[config.mk]
export PLATFORM = sky130hd
export DESIGN_NAME = threshold_bitmap_page_packer_unit
export DESIGN_NICKNAME = d
export VERILOG_FILES = /design/src/design/tbpp_pkg.sv /design/src/design/tbpp_front.sv /design/src/design/tbpp_queue.sv /design/src/design/tbpp_back.sv /design/src/design/threshold_bitmap_page_packer_unit.sv
export SDC_FILE = /design/constraint.sdc
export NUM_CORES = 1
export LEC_CHECK = 0
export ABC_AREA = 0
export BUFFER_PORTS_ARGS = -buffer_cell sky130_fd_sc_hd__buf_2
export CAP_MARGIN = 30
export CORE_UTILIZATION = 56
export DETAILED_ROUTE_END_ITERATION = 12
export GPL_TIMING_DRIVEN = 1
export PLACE_DENSITY = 0.77
export RECOVER_POWER = 25
export SLEW_MARGIN = 20
export SYNTH_ARGS = -nofsm -noshare
export SYNTH_HDL_FRONTEND = slang
export SYNTH_SLANG_ARGS = --single-unit
export TNS_END_PERCENT = 10
[constraint.sdc]
create_clock -name i_clk -period 6.1 [get_ports i_clk]
set_input_delay 1.22 -clock i_clk [delete_from_list [all_inputs] [get_ports i_clk]]
set_output_delay 1.22 -clock i_clk [all_outputs]
set_load 0.1 [all_outputs]
[src/design/tbpp_pkg.sv]
`timescale 1ns / 1ps

package tbpp_pkg;

    localparam int MAX_WIDTH  = 128;
    localparam int MAX_HEIGHT = 64;

    localparam int LINES_PER_PAGE = 8;
    localparam int LINE_W         = $clog2(LINES_PER_PAGE);
    localparam int MAX_PAGES      = (MAX_HEIGHT + LINES_PER_PAGE - 1) / LINES_PER_PAGE;

    localparam int COL_W   = $clog2(MAX_WIDTH);
    localparam int PAGE_W  = (MAX_PAGES > 1) ? $clog2(MAX_PAGES) : 1;
    localparam int WEFF_W  = $clog2(MAX_WIDTH + 1);
    localparam int HEFF_W  = $clog2(MAX_HEIGHT + 1);
    localparam int TOT_W   = $clog2(MAX_WIDTH * MAX_HEIGHT + 1);
    localparam int PIX_W   = $clog2(MAX_WIDTH * MAX_PAGES * LINES_PER_PAGE);
    localparam int WCMP_W  = WEFF_W + 1;
    localparam int HCMP_W  = HEFF_W + 1;
    localparam int XCMP_W  = ((PIX_W > TOT_W) ? PIX_W : TOT_W) + 1;

    localparam int QDEPTH  = 4;
    localparam int QPTR_W  = $clog2(QDEPTH);
    localparam int QCNT_W  = $clog2(QDEPTH + 1);

    localparam logic [7:0] PAGE_CMD_BASE = 8'hB0;
    localparam logic [7:0] COL_HIGH_CMD  = 8'h10;
    localparam logic [7:0] COL_LOW_CMD   = 8'h00;

    localparam logic [1:0] CFG_THRESHOLD = 2'd0;
    localparam logic [1:0] CFG_WIDTH     = 2'd1;
    localparam logic [1:0] CFG_HEIGHT    = 2'd2;

    localparam logic [1:0] STEP_FIRST = 2'd0;
    localparam logic [1:0] STEP_MID   = 2'd1;
    localparam logic [1:0] STEP_LAST  = 2'd2;

    typedef struct packed {
        logic       is_page;
        logic [7:0] value;
        logic       frame_end;
    } t_evt;

endpackage

[src/design/tbpp_front.sv]
`timescale 1ns / 1ps

module tbpp_front (
    input  logic               i_clk,
    input  logic               i_rst_n,
    input  logic               i_cfg_valid,
    input  logic [1:0]         i_cfg_index,
    input  logic [7:0]         i_cfg_data,
    input  logic               i_push,
    input  logic [7:0]         i_pixel_value,
    input  logic               i_q_full,
    output logic               o_evt_push,
    output tbpp_pkg::t_evt     o_evt
);
    import tbpp_pkg::*;

    logic [7:0]        r_threshold;
    logic [7:0]        r_width;
    logic [6:0]        r_height;
    logic [7:0]        r_packed;
    logic [LINE_W-1:0] r_line;
    logic [COL_W-1:0]  r_col;
    logic [PAGE_W-1:0] r_page;
    logic [PIX_W-1:0]  r_pix;

    logic [7:0]        n_packed;
    logic [LINE_W-1:0] n_line;
    logic [COL_W-1:0]  n_col;
    logic [PAGE_W-1:0] n_page;
    logic [PIX_W-1:0]  n_pix;

    logic [WEFF_W-1:0] w_eff;
    logic [HEFF_W-1:0] h_eff;
    logic [HCMP_W-1:0] pages;
    logic [TOT_W-1:0]  total;
    logic              accept;
    logic              page_start;
    logic              col_done;
    logic              lit;
    logic              last_col;
    logic              last_page;
    logic              frame_done;
    logic [7:0]        col_byte;

    always_comb begin
        if (r_width == 8'd0) begin
            w_eff = WEFF_W'(1);
        end else if (int'(r_width) > MAX_WIDTH) begin
            w_eff = WEFF_W'(MAX_WIDTH);
        end else begin
            w_eff = WEFF_W'(r_width);
        end
        if (r_height == 7'd0) begin
            h_eff = HEFF_W'(1);
        end else if (int'(r_height) > MAX_HEIGHT) begin
            h_eff = HEFF_W'(MAX_HEIGHT);
        end else begin
            h_eff = HEFF_W'(r_height);
        end
    end

    assign pages = (HCMP_W'(h_eff) + HCMP_W'(LINES_PER_PAGE - 1)) >> LINE_W;
    assign total = TOT_W'(w_eff) * TOT_W'(h_eff);

    assign accept     = i_push && !i_q_full;
    assign page_start = (r_line == '0) && (r_col == '0);
    assign col_done   = (r_line == LINE_W'(LINES_PER_PAGE - 1));
    assign lit        = (XCMP_W'(r_pix) < XCMP_W'(total)) && (i_pixel_value > r_threshold);
    assign col_byte   = r_packed | (8'(lit) << r_line);
    assign last_col   = (WCMP_W'(r_col) + WCMP_W'(1)) >= WCMP_W'(w_eff);
    assign last_page  = (HCMP_W'(r_page) + HCMP_W'(1)) >= pages;
    assign frame_done = last_col && last_page;

    always_comb begin
        n_packed = col_byte;
        n_line   = r_line + LINE_W'(1);
        n_col    = r_col;
        n_page   = r_page;
        n_pix    = r_pix + PIX_W'(1);
        if (col_done) begin
            n_packed = '0;
            n_line   = '0;
            if (frame_done) begin
                n_col  = '0;
                n_page = '0;
                n_pix  = '0;
            end else if (last_col) begin
                n_col  = '0;
                n_page = r_page + PAGE_W'(1);
            end else begin
                n_col = r_col + COL_W'(1);
            end
        end
    end

    always_comb begin
        o_evt_push      = accept && (page_start || col_done);
        o_evt.is_page   = page_start;
        o_evt.value     = page_start ? (PAGE_CMD_BASE + 8'(r_page)) : col_byte;
        o_evt.frame_end = !page_start && frame_done;
    end

    always_ff @(posedge i_clk) begin
        if (!i_rst_n) begin
            r_threshold <= 8'd0;
            r_width     <= 8'd128;
            r_height    <= 7'd64;
        end else if (i_cfg_valid) begin
            case (i_cfg_index)
                CFG_THRESHOLD: r_threshold <= i_cfg_data;
                CFG_WIDTH:     r_width     <= i_cfg_data;
                CFG_HEIGHT:    r_height    <= i_cfg_data[6:0];
                default:       r_threshold <= r_threshold;
            endcase
        end
    end

    always_ff @(posedge i_clk) begin
        if (!i_rst_n) begin
            r_packed <= '0;
            r_line   <= '0;
            r_col    <= '0;
            r_page   <= '0;
            r_pix    <= '0;
        end else if (accept) begin
            r_packed <= n_packed;
            r_line   <= n_line;
            r_col    <= n_col;
            r_page   <= n_page;
            r_pix    <= n_pix;
        end
    end

`ifndef SYNTH
    a_page_start_clean: assert property (@(posedge i_clk) disable iff (!i_rst_n)
        page_start |-> (r_packed == 8'd0))
        else $error("packed bits not clear at page start");
    a_frame_end_rolls: assert property (@(posedge i_clk) disable iff (!i_rst_n)
        (o_evt_push && o_evt.frame_end) |=> (r_page == '0 && r_col == '0 && r_pix == '0))
        else $error("counters did not return to zero after frame end");
    a_hold_idle: assert property (@(posedge i_clk) disable iff (!i_rst_n)
        !accept |=> ($stable(r_line) && $stable(r_col) && $stable(r_page)))
        else $error("counters moved without an accepted transaction");
`endif

endmodule

[src/design/tbpp_queue.sv]
`timescale 1ns / 1ps

module tbpp_queue (
    input  logic               i_clk,
    input  logic               i_rst_n,
    input  logic               i_push,
    input  tbpp_pkg::t_evt     i_evt,
    input  logic               i_pop,
    output logic               o_full,
    output logic               o_empty,
    output tbpp_pkg::t_evt     o_evt
);
    import tbpp_pkg::*;

    t_evt              r_mem [QDEPTH];
    logic [QPTR_W-1:0] r_wr_ptr;
    logic [QPTR_W-1:0] r_rd_ptr;
    logic [QCNT_W-1:0] r_count;
    logic              do_push;
    logic              do_pop;

    assign o_full  = (r_count == QCNT_W'(QDEPTH));
    assign o_empty = (r_count == '0);
    assign o_evt   = r_mem[r_rd_ptr];
    assign do_push = i_push && !o_full;
    assign do_pop  = i_pop && !o_empty;

    always_ff @(posedge i_clk) begin
        if (do_push) begin
            r_mem[r_wr_ptr] <= i_evt;
        end
    end

    always_ff @(posedge i_clk) begin
        if (!i_rst_n) begin
            r_wr_ptr <= '0;
            r_rd_ptr <= '0;
            r_count  <= '0;
        end else begin
            if (do_push) begin
                r_wr_ptr <= r_wr_ptr + QPTR_W'(1);
            end
            if (do_pop) begin
                r_rd_ptr <= r_rd_ptr + QPTR_W'(1);
            end
            if (do_push && !do_pop) begin
                r_count <= r_count + QCNT_W'(1);
            end else if (do_pop && !do_push) begin
                r_count <= r_count - QCNT_W'(1);
            end
        end
    end

`ifndef SYNTH
    a_count_bound: assert property (@(posedge i_clk) disable iff (!i_rst_n)
        r_count <= QCNT_W'(QDEPTH))
        else $error("queue count over depth");
    a_no_push_full: assert property (@(posedge i_clk) disable iff (!i_rst_n)
        o_full |-> !i_push)
        else $error("push into full queue");
    a_ptr_gap: assert property (@(posedge i_clk) disable iff (!i_rst_n)
        (r_wr_ptr - r_rd_ptr) == QPTR_W'(r_count))
        else $error("queue pointers disagree with count");
`endif

endmodule

[src/design/tbpp_back.sv]
`timescale 1ns / 1ps

module tbpp_back (
    input  logic               i_clk,
    input  logic               i_rst_n,
    input  logic               i_q_empty,
    input  tbpp_pkg::t_evt     i_evt,
    output logic               o_q_pop,
    input  logic               i_pop,
    output logic               o_empty,
    output logic [7:0]         o_out_byte,
    output logic               o_is_data,
    output logic               o_frame_end
);
    import tbpp_pkg::*;

    logic       r_valid;
    t_evt       r_evt;
    logic [1:0] r_step;
    logic       take;
    logic       last_step;
    logic       load;

    assign take      = r_valid && i_pop;
    assign last_step = !r_evt.is_page || (r_step == STEP_LAST);
    assign load      = (!r_valid || (take && last_step)) && !i_q_empty;
    assign o_q_pop   = load;

    always_comb begin
        o_empty     = !r_valid;
        o_is_data   = !r_evt.is_page;
        o_frame_end = !r_evt.is_page && r_evt.frame_end;
        if (!r_evt.is_page) begin
            o_out_byte = r_evt.value;
        end else begin
            case (r_step)
                STEP_FIRST: o_out_byte = r_evt.value;
                STEP_MID:   o_out_byte = COL_HIGH_CMD;
                default:    o_out_byte = COL_LOW_CMD;
            endcase
        end
    end

    always_ff @(posedge i_clk) begin
        if (load) begin
            r_evt <= i_evt;
        end
    end

    always_ff @(posedge i_clk) begin
        if (!i_rst_n) begin
            r_valid <= 1'b0;
            r_step  <= STEP_FIRST;
        end else if (load) begin
            r_valid <= 1'b1;
            r_step  <= STEP_FIRST;
        end else if (take) begin
            if (last_step) begin
                r_valid <= 1'b0;
                r_step  <= STEP_FIRST;
            end else begin
                r_step <= r_step + 2'd1;
            end
        end
    end

`ifndef SYNTH
    a_step_page_only: assert property (@(posedge i_clk) disable iff (!i_rst_n)
        (r_step != STEP_FIRST) |-> (r_valid && r_evt.is_page))
        else $error("command step advanced outside a page transaction");
    a_hold_on_stall: assert property (@(posedge i_clk) disable iff (!i_rst_n)
        (r_valid && !i_pop) |=> (r_valid && $stable(r_step)))
        else $error("result changed while stalled");
    a_pop_not_empty: assert property (@(posedge i_clk) disable iff (!i_rst_n)
        o_q_pop |-> !i_q_empty)
        else $error("pop from empty event queue");
`endif

endmodule

[src/design/threshold_bitmap_page_packer_unit.sv]
`timescale 1ns / 1ps

// Grayscale-to-OLED page packer. Each pushed 8-bit pixel is compared with the
// threshold and packed LSB first into column bytes; every page begins with the
// three command bytes 0xB0+page, 0x10, 0x00. Accepts one pixel per cycle
// while the event queue is not full; the output side delivers one byte per
// cycle while events are queued. An event from an accepted pixel is written
// into the event queue and then into the back-end register on the outputs.
// The front counter/threshold logic feeds a four-entry event queue, and the
// back end expands each page event into three command bytes over three pops,
// so full rises only while that queue is full. Configuration writes are
// always ready and take effect on the next cycle.
module threshold_bitmap_page_packer_unit (
    input  logic       i_clk,
    input  logic       i_rst_n,
    input  logic       i_cfg_valid,
    output logic       o_cfg_ready,
    input  logic [1:0] i_cfg_index,
    input  logic [7:0] i_cfg_data,
    input  logic       i_push,
    output logic       o_full,
    input  logic [7:0] i_pixel_value,
    output logic       o_empty,
    input  logic       i_pop,
    output logic [7:0] o_out_byte,
    output logic       o_is_data,
    output logic       o_frame_end
);
    import tbpp_pkg::*;

    logic q_full;
    logic q_empty;
    logic q_pop;
    logic evt_push;
    t_evt evt_in;
    t_evt evt_out;

    assign o_cfg_ready = 1'b1;
    assign o_full      = q_full;

    tbpp_front u_front (
        .i_clk         (i_clk),
        .i_rst_n       (i_rst_n),
        .i_cfg_valid   (i_cfg_valid),
        .i_cfg_index   (i_cfg_index),
        .i_cfg_data    (i_cfg_data),
        .i_push        (i_push),
        .i_pixel_value (i_pixel_value),
        .i_q_full      (q_full),
        .o_evt_push    (evt_push),
        .o_evt         (evt_in)
    );

    tbpp_queue u_queue (
        .i_clk   (i_clk),
        .i_rst_n (i_rst_n),
        .i_push  (evt_push),
        .i_evt   (evt_in),
        .i_pop   (q_pop),
        .o_full  (q_full),
        .o_empty (q_empty),
        .o_evt   (evt_out)
    );

    tbpp_back u_back (
        .i_clk       (i_clk),
        .i_rst_n     (i_rst_n),
        .i_q_empty   (q_empty),
        .i_evt       (evt_out),
        .o_q_pop     (q_pop),
        .i_pop       (i_pop),
        .o_empty     (o_empty),
        .o_out_byte  (o_out_byte),
        .o_is_data   (o_is_data),
        .o_frame_end (o_frame_end)
    );

endmodule
# Word level (Yosys, flattened, before mapping)
# Memory sizes are Yosys's and may differ from the RTL's. A register that Yosys moved wholly into a read port is not among the register bits.
# Index checks and enable logic that the tools add are counted.
totals:
  reg_bits: 67
  latchBits: 0
  ramBits: 40
  rom_bits: 0
  inputBits: 23
  output_inout_bits: 13
  wordCells: 108
  n_memories: 1
classes:
  n_addsub: 13
  n_mul: 1
  n_div: 0
  n_lt_le_gt_ge: 6
  n_eq_ne: 6
  shifts: 1
  n_mux: 23
  bitwise: 2
  n_reduce_logical: 42
mem_list:
  columns: ["memory", "words", "word_bits", "read_ports", "rd_clocked_by_memory_dff", "write_ports", "line", "text"]
  rows:
  - ["u_queue.r_mem", 4, 10, 1, 1, 1, "tbpp_queue.sv:15", "t_evt r_mem [QDEPTH];"]
op_table:
  columns: ["operator", "n"]
  rows:
  - ["$mux 8", 5]
  - ["$mux 7", 4]
  - ["$mux 13", 2]
  - ["$pmux 8 s2", 1]
  - ["$mux 3", 5]
  - ["$logic_and 1x1->1", 14]
  - ["$logic_not 7->1", 2]
  - ["$lt 13x14->1", 1]
  - ["$mul 8x7->14", 1]
  - ["$add 13x1->13 const B", 1]
  - ["$reduce_and 2->1", 5]
  - ["$add 3x1->3 const B", 3]
  - ["$ge 9x8->1", 1]
  - ["$add 7x1->8 const B", 1]
  - ["$add 7x3->8 const B", 1]
  - ["$add 8x3->8 const A", 1]
  - ["$ge 8x5->1", 1]
  - ["$gt 8x8->1", 1]
  - ["$gt 8x8->1 const B", 1]
  - ["$logic_not 8->1", 1]
  - ["$or 8x8->8", 1]
  - ["$reduce_bool 2->1", 4]
  - ["$shl 1x3->8", 1]
  - ["$add 7x1->7 const B", 1]
  - ["16 further kinds", 35]

# Logic depth before layout (Yosys ltp)
logic_depth:
  ltp_word: 9
  depth_mapped: 29
  mapped_depth_nobuf: 27

# Modules after synthesis
# Synthesis repeated with hierarchy kept, for this count alone.
hier_totals:
  hier_cells: 788
  area_unflattened_um2: 7642.3
modules_own_cells:
  columns: ["module", "instances", "cells_per_inst", "area_each_um2", "seq_area_each_um2"]
  rows:
  - ["tbpp_front", 1, 642, 5147.4, 1141.1]
  - ["tbpp_queue", 1, 100, 1924.3, 1381.3]
  - ["tbpp_back", 1, 44, 559.3, 360.3]
  - ["threshold_bitmap_page_packer_unit", 1, 2, 11.3, 0.0]

# Worst setup path after synthesis
# Ideal clock, no wire load.
synth_timing:
  path_type: "reg2reg"
  start: "reg u_front.r_height[6]"
  end: "mem u_queue.r_mem[0][8] in the netlist's numbering (data pin)"
  setup_ns: 0.272
  t_arrival_ns: 6.152
  required_ns: 5.828
  path_slack_ns: -0.324
  stages_incl_launch_ff: 28
  n_path_buf: 2
  period_less_slack_ns: 6.424
  path_cell_list: "dfxtp_1 -> buf_2 -> inv_1 -> buf_1 -> nand2_1 -> nor2_1 -> fa_1 -> fa_1 -> fa_1 -> inv_1 -> fa_1 -> inv_1 -> ha_1 -> or3_1 -> a21o_1 -> and3_1 -> o21ai_0 -> nand2b_1 -> a21oi_1 -> xor2_1 -> ha_1 -> nand3_1 -> nor4_1 -> o41ai_1 -> o211ai_1 -> nand3_2 -> nor3b_4 -> a311o_1"
synth_lines:
  columns: ["element", "line", "text"]
  rows:
  - ["start: declaration", "tbpp_front.sv:19", "logic [6:0] r_height;"]
  - ["start signal: assignment", "tbpp_front.sv:112", "CFG_HEIGHT: r_height <= i_cfg_data[6:0];"]
  - ["end: declaration", "tbpp_queue.sv:15", null]

==> results.sh <==
export IMPL_grt_pass1_vias=6243
export IMPL_ys_top_cells_by_count="nor2_1 (108), ha_1 (78), dfxtp_1 (67)"
export IMPL_wl_per_cell_um=17.3
export IMPL_holdWs_ps=461
export IMPL_cts_buffer_depth=2
export IMPL_overflow=0
export IMPL_grt_max_degree=38
export IMPL_gp_congestion=0.879
export IMPL_syn_nets=893
export IMPL_finalPower_mw=2.92
export IMPL_report_final_setup_viol=33
export IMPL_syn_inst=763
export IMPL_cp_required_ps=6380
export IMPL_wl_um=18200
export IMPL_critical_path_cell_count=29
export IMPL_seq_area_frac_synth_pct=37.8
export IMPL_vias_per_cell=5.76
export IMPL_ios=36
export IMPL_synthDistinctLibCells=58
export IMPL_cpMaxStageDelayCell="fa_1"
export IMPL_postCtsHoldBufs=0
export IMPL_drt_iter0_markers=498
export IMPL_postRouteAntennaNets=0
export IMPL_fin_crit_ps=6290
export IMPL_critical_path_class="register to register"
export IMPL_clkSinkCount=117
export IMPL_seq_area_um2=2850
export IMPL_start_kind="register"
export IMPL_vias=6049
export IMPL_violations="negative setup slack"
export IMPL_fin_skew_ps=12.4
export IMPL_numCtsBuffers=17
export IMPL_cp_end_kind="register"
export IMPL_grtUsageTotal_pct=27.4
export IMPL_path_delay_family="adder cells"
export IMPL_slowest_delay_ps=510
export IMPL_io_buffers=34
export IMPL_yosys_area_top_type_share_pct=20.0
export IMPL_area_growth_pct=22.6
export IMPL_worstRegToRegCells=29
export IMPL_synth_flop_cell="dfxtp_1"
export IMPL_grt_first_pass_wirelength_um=30200
export IMPL_max_freq_ghz=0.159
export IMPL_finalCritPeriodShare_pct=103
export IMPL_ctsRootBufferMaster="clkbuf_16"
export IMPL_final_area_um2=9220
export IMPL_place_area_um2=8230
export IMPL_cts_tree="done"
export IMPL_final_util_pct=71.6
export IMPL_yosys_top_cells_area="edfxtp_1 (20%), dfxtp_1 (18%), ha_1 (13%)"
export IMPL_synth_edf_count=50
export IMPL_synthesis_area_um2=7520
export IMPL_hold_viol_final=0
export IMPL_start_util_pct=58.4
export IMPL_clock_latency_ps=420
export IMPL_core_area_um2=12900
export IMPL_worst_pin_slew_ps=915
export IMPL_final_cells=1051
export IMPL_ys_ff_latch=117
export IMPL_drv_cap=0
export IMPL_status="finished with violations"
export IMPL_hold_class="register to register"
export IMPL_cts_max_level=4
export IMPL_fin_ws_ps=-185
export IMPL_dpl_cell_count=998
export IMPL_clk_pin_slew_ps=60
export IMPL_row_count=41
export IMPL_yosysTopAreaCell="edfxtp_1"
export IMPL_dr_pass1_iters=5
export IMPL_rsz0062_at_grt="true"
export IMPL_crit_fanout=5
export IMPL_slew_headroom_pct=38.8
export IMPL_n_antenna_cell=0
export IMPL_p_per_area_nw_per_um2=316
export IMPL_fin_nets=996
export IMPL_tns_ps=-4150
export IMPL_multi_input_area_um2=4490
export IMPL_dieArea_um2=13900
export IMPL_leakagePower_nw=4.12
export IMPL_drv_slew=0
export IMPL_die_h_um=118
export IMPL_critical_path_buf_inv_count=7
export IMPL_die_w_um=118
export IMPL_async_flop_share_pct=0
export IMPL_cp_arrival_ps=6560
export IMPL_dp_hpwl_um=12900
export IMPL_antenna_found_initial=0
export IMPL_drc_errors=0
export IMPL_ir_drop_v=0.000213
export IMPL_drive_gt1_share_pct=23.5
export IMPL_yosysWarningCount=0
export IMPL_synth_most_common_cell="nor2_1"
export IMPL_syn_area_per_cell_um2=9.86
export IMPL_fillers=885
export IMPL_place_ws_ps=-357
export IMPL_hold_depth=2
-- kinds of logic (layout without fill, tap and decap cells) --
family                   after synthesis  count (layout)  share of synthesized area (%)
other                                  1               1                         0.0499
buffers and inverters                 92             208                           4.71
AND/OR/NAND/NOR                      281             281                           17.9
multiplexers                          30              30                           5.66
flip-flops                           117             117                           37.8
AO/OA/AOI/OAI                        100             100                           9.07
XOR/XNOR                              35              35                           4.08
adder cells (fa/ha/maj)              107             107                           20.7
-- path summary, 6_finish.rpt --
| path | slack (ps) | from | end |
|---|---|---|---|
| worst max-delay path | -190 | u_front.r_width[1]$_SDFFE_PN0P_ | u_queue.r_mem[1][2]$_DFFE_PP_ |
| worst min register to register | 460 | u_front.r_packed[1]$_SDFFE_PN0P_ | u_front.r_packed[1]$_SDFFE_PN0P_ |
| worst min-delay path | 460 | u_front.r_packed[1]$_SDFFE_PN0P_ | u_front.r_packed[1]$_SDFFE_PN0P_ |
| worst max register to register | -190 | u_front.r_width[1]$_SDFFE_PN0P_ | u_queue.r_mem[1][2]$_DFFE_PP_ |
-- placed cells by master, fill, tap and decap left out, types with 17 or more instances in the layout --
cell / count
a21oi_1: 25
buf_2: 35
buf_4: 66
clkbuf_16: 17
dfxtp_1: 64
edfxtp_1: 50
fa_1: 27
ha_1: 75
inv_1: 57
mux2i_1: 20
nand2_1: 54
nand3_1: 20
nor2_1: 104
o21ai_0: 17
xnor2_1: 17
xor2_1: 18
-- area by class of cell --
type | count | area share [%]
Clock buffer | 18 | 4.76
Sequential cell | 117 | 30.9
Tap cell | 172 | 2.33
Timing Repair Buffer | 109 | 8.25
Inverter | 67 | 2.73
Clock inverter | 14 | 2.31
Multi-Input combinational cell | 554 | 48.7
-- worst register-to-register path: cells and delay by family, from the launching register on --
| kind | cells | cell delay [ps] |
|---|---|---|
| buffers and inverters | 7 | 630 |
| flip-flops | 1 | 360 |
| AO/OA/AOI/OAI | 8 | 1380 |
| adder cells (fa/ha/maj) | 6 | 2380 |
| AND/OR/NAND/NOR | 7 | 1260 |
| XOR/XNOR | 1 | 150 |
-- report_power, final --
group | switching (mW) | internal (mW) | leakage (nW)
Combinational | 0.562 | 0.239 | 2.80
Clock | 0.383 | 0.708 | 0.320
Sequential | 0.0748 | 0.950 | 1.01
-- layer usage --
layer | track usage, % | wire length (µm)
met1 | 33.9 | 7710
met2 | 47.7 | 9110
met3 | 5.04 | 933
met4 | 9.86 | 459
met5 | 0 | 0
-- flip-flops by register name (all words and copies together) (netlist names) --
signal / count
u_back.r_evt: 10
u_back.r_step: 2
u_back.r_valid: 1
u_front.r_col: 7
u_front.r_height: 7
u_front.r_line: 3
u_front.r_packed: 8
u_front.r_page: 3
u_front.r_pix: 13
u_front.r_threshold: 8
u_front.r_width: 8
u_queue.r_count: 3
u_queue.r_mem: 40
u_queue.r_rd_ptr: 2
u_queue.r_wr_ptr: 2
-- what timing repair did --
action,CTS,global route
pin swaps,30,21
endpoints found under the setup margin,39,40
gates resized for setup,41,19
gates cloned,0,0
setup buffers,15,7
Note: power is estimated with default switching activity, not from simulation.
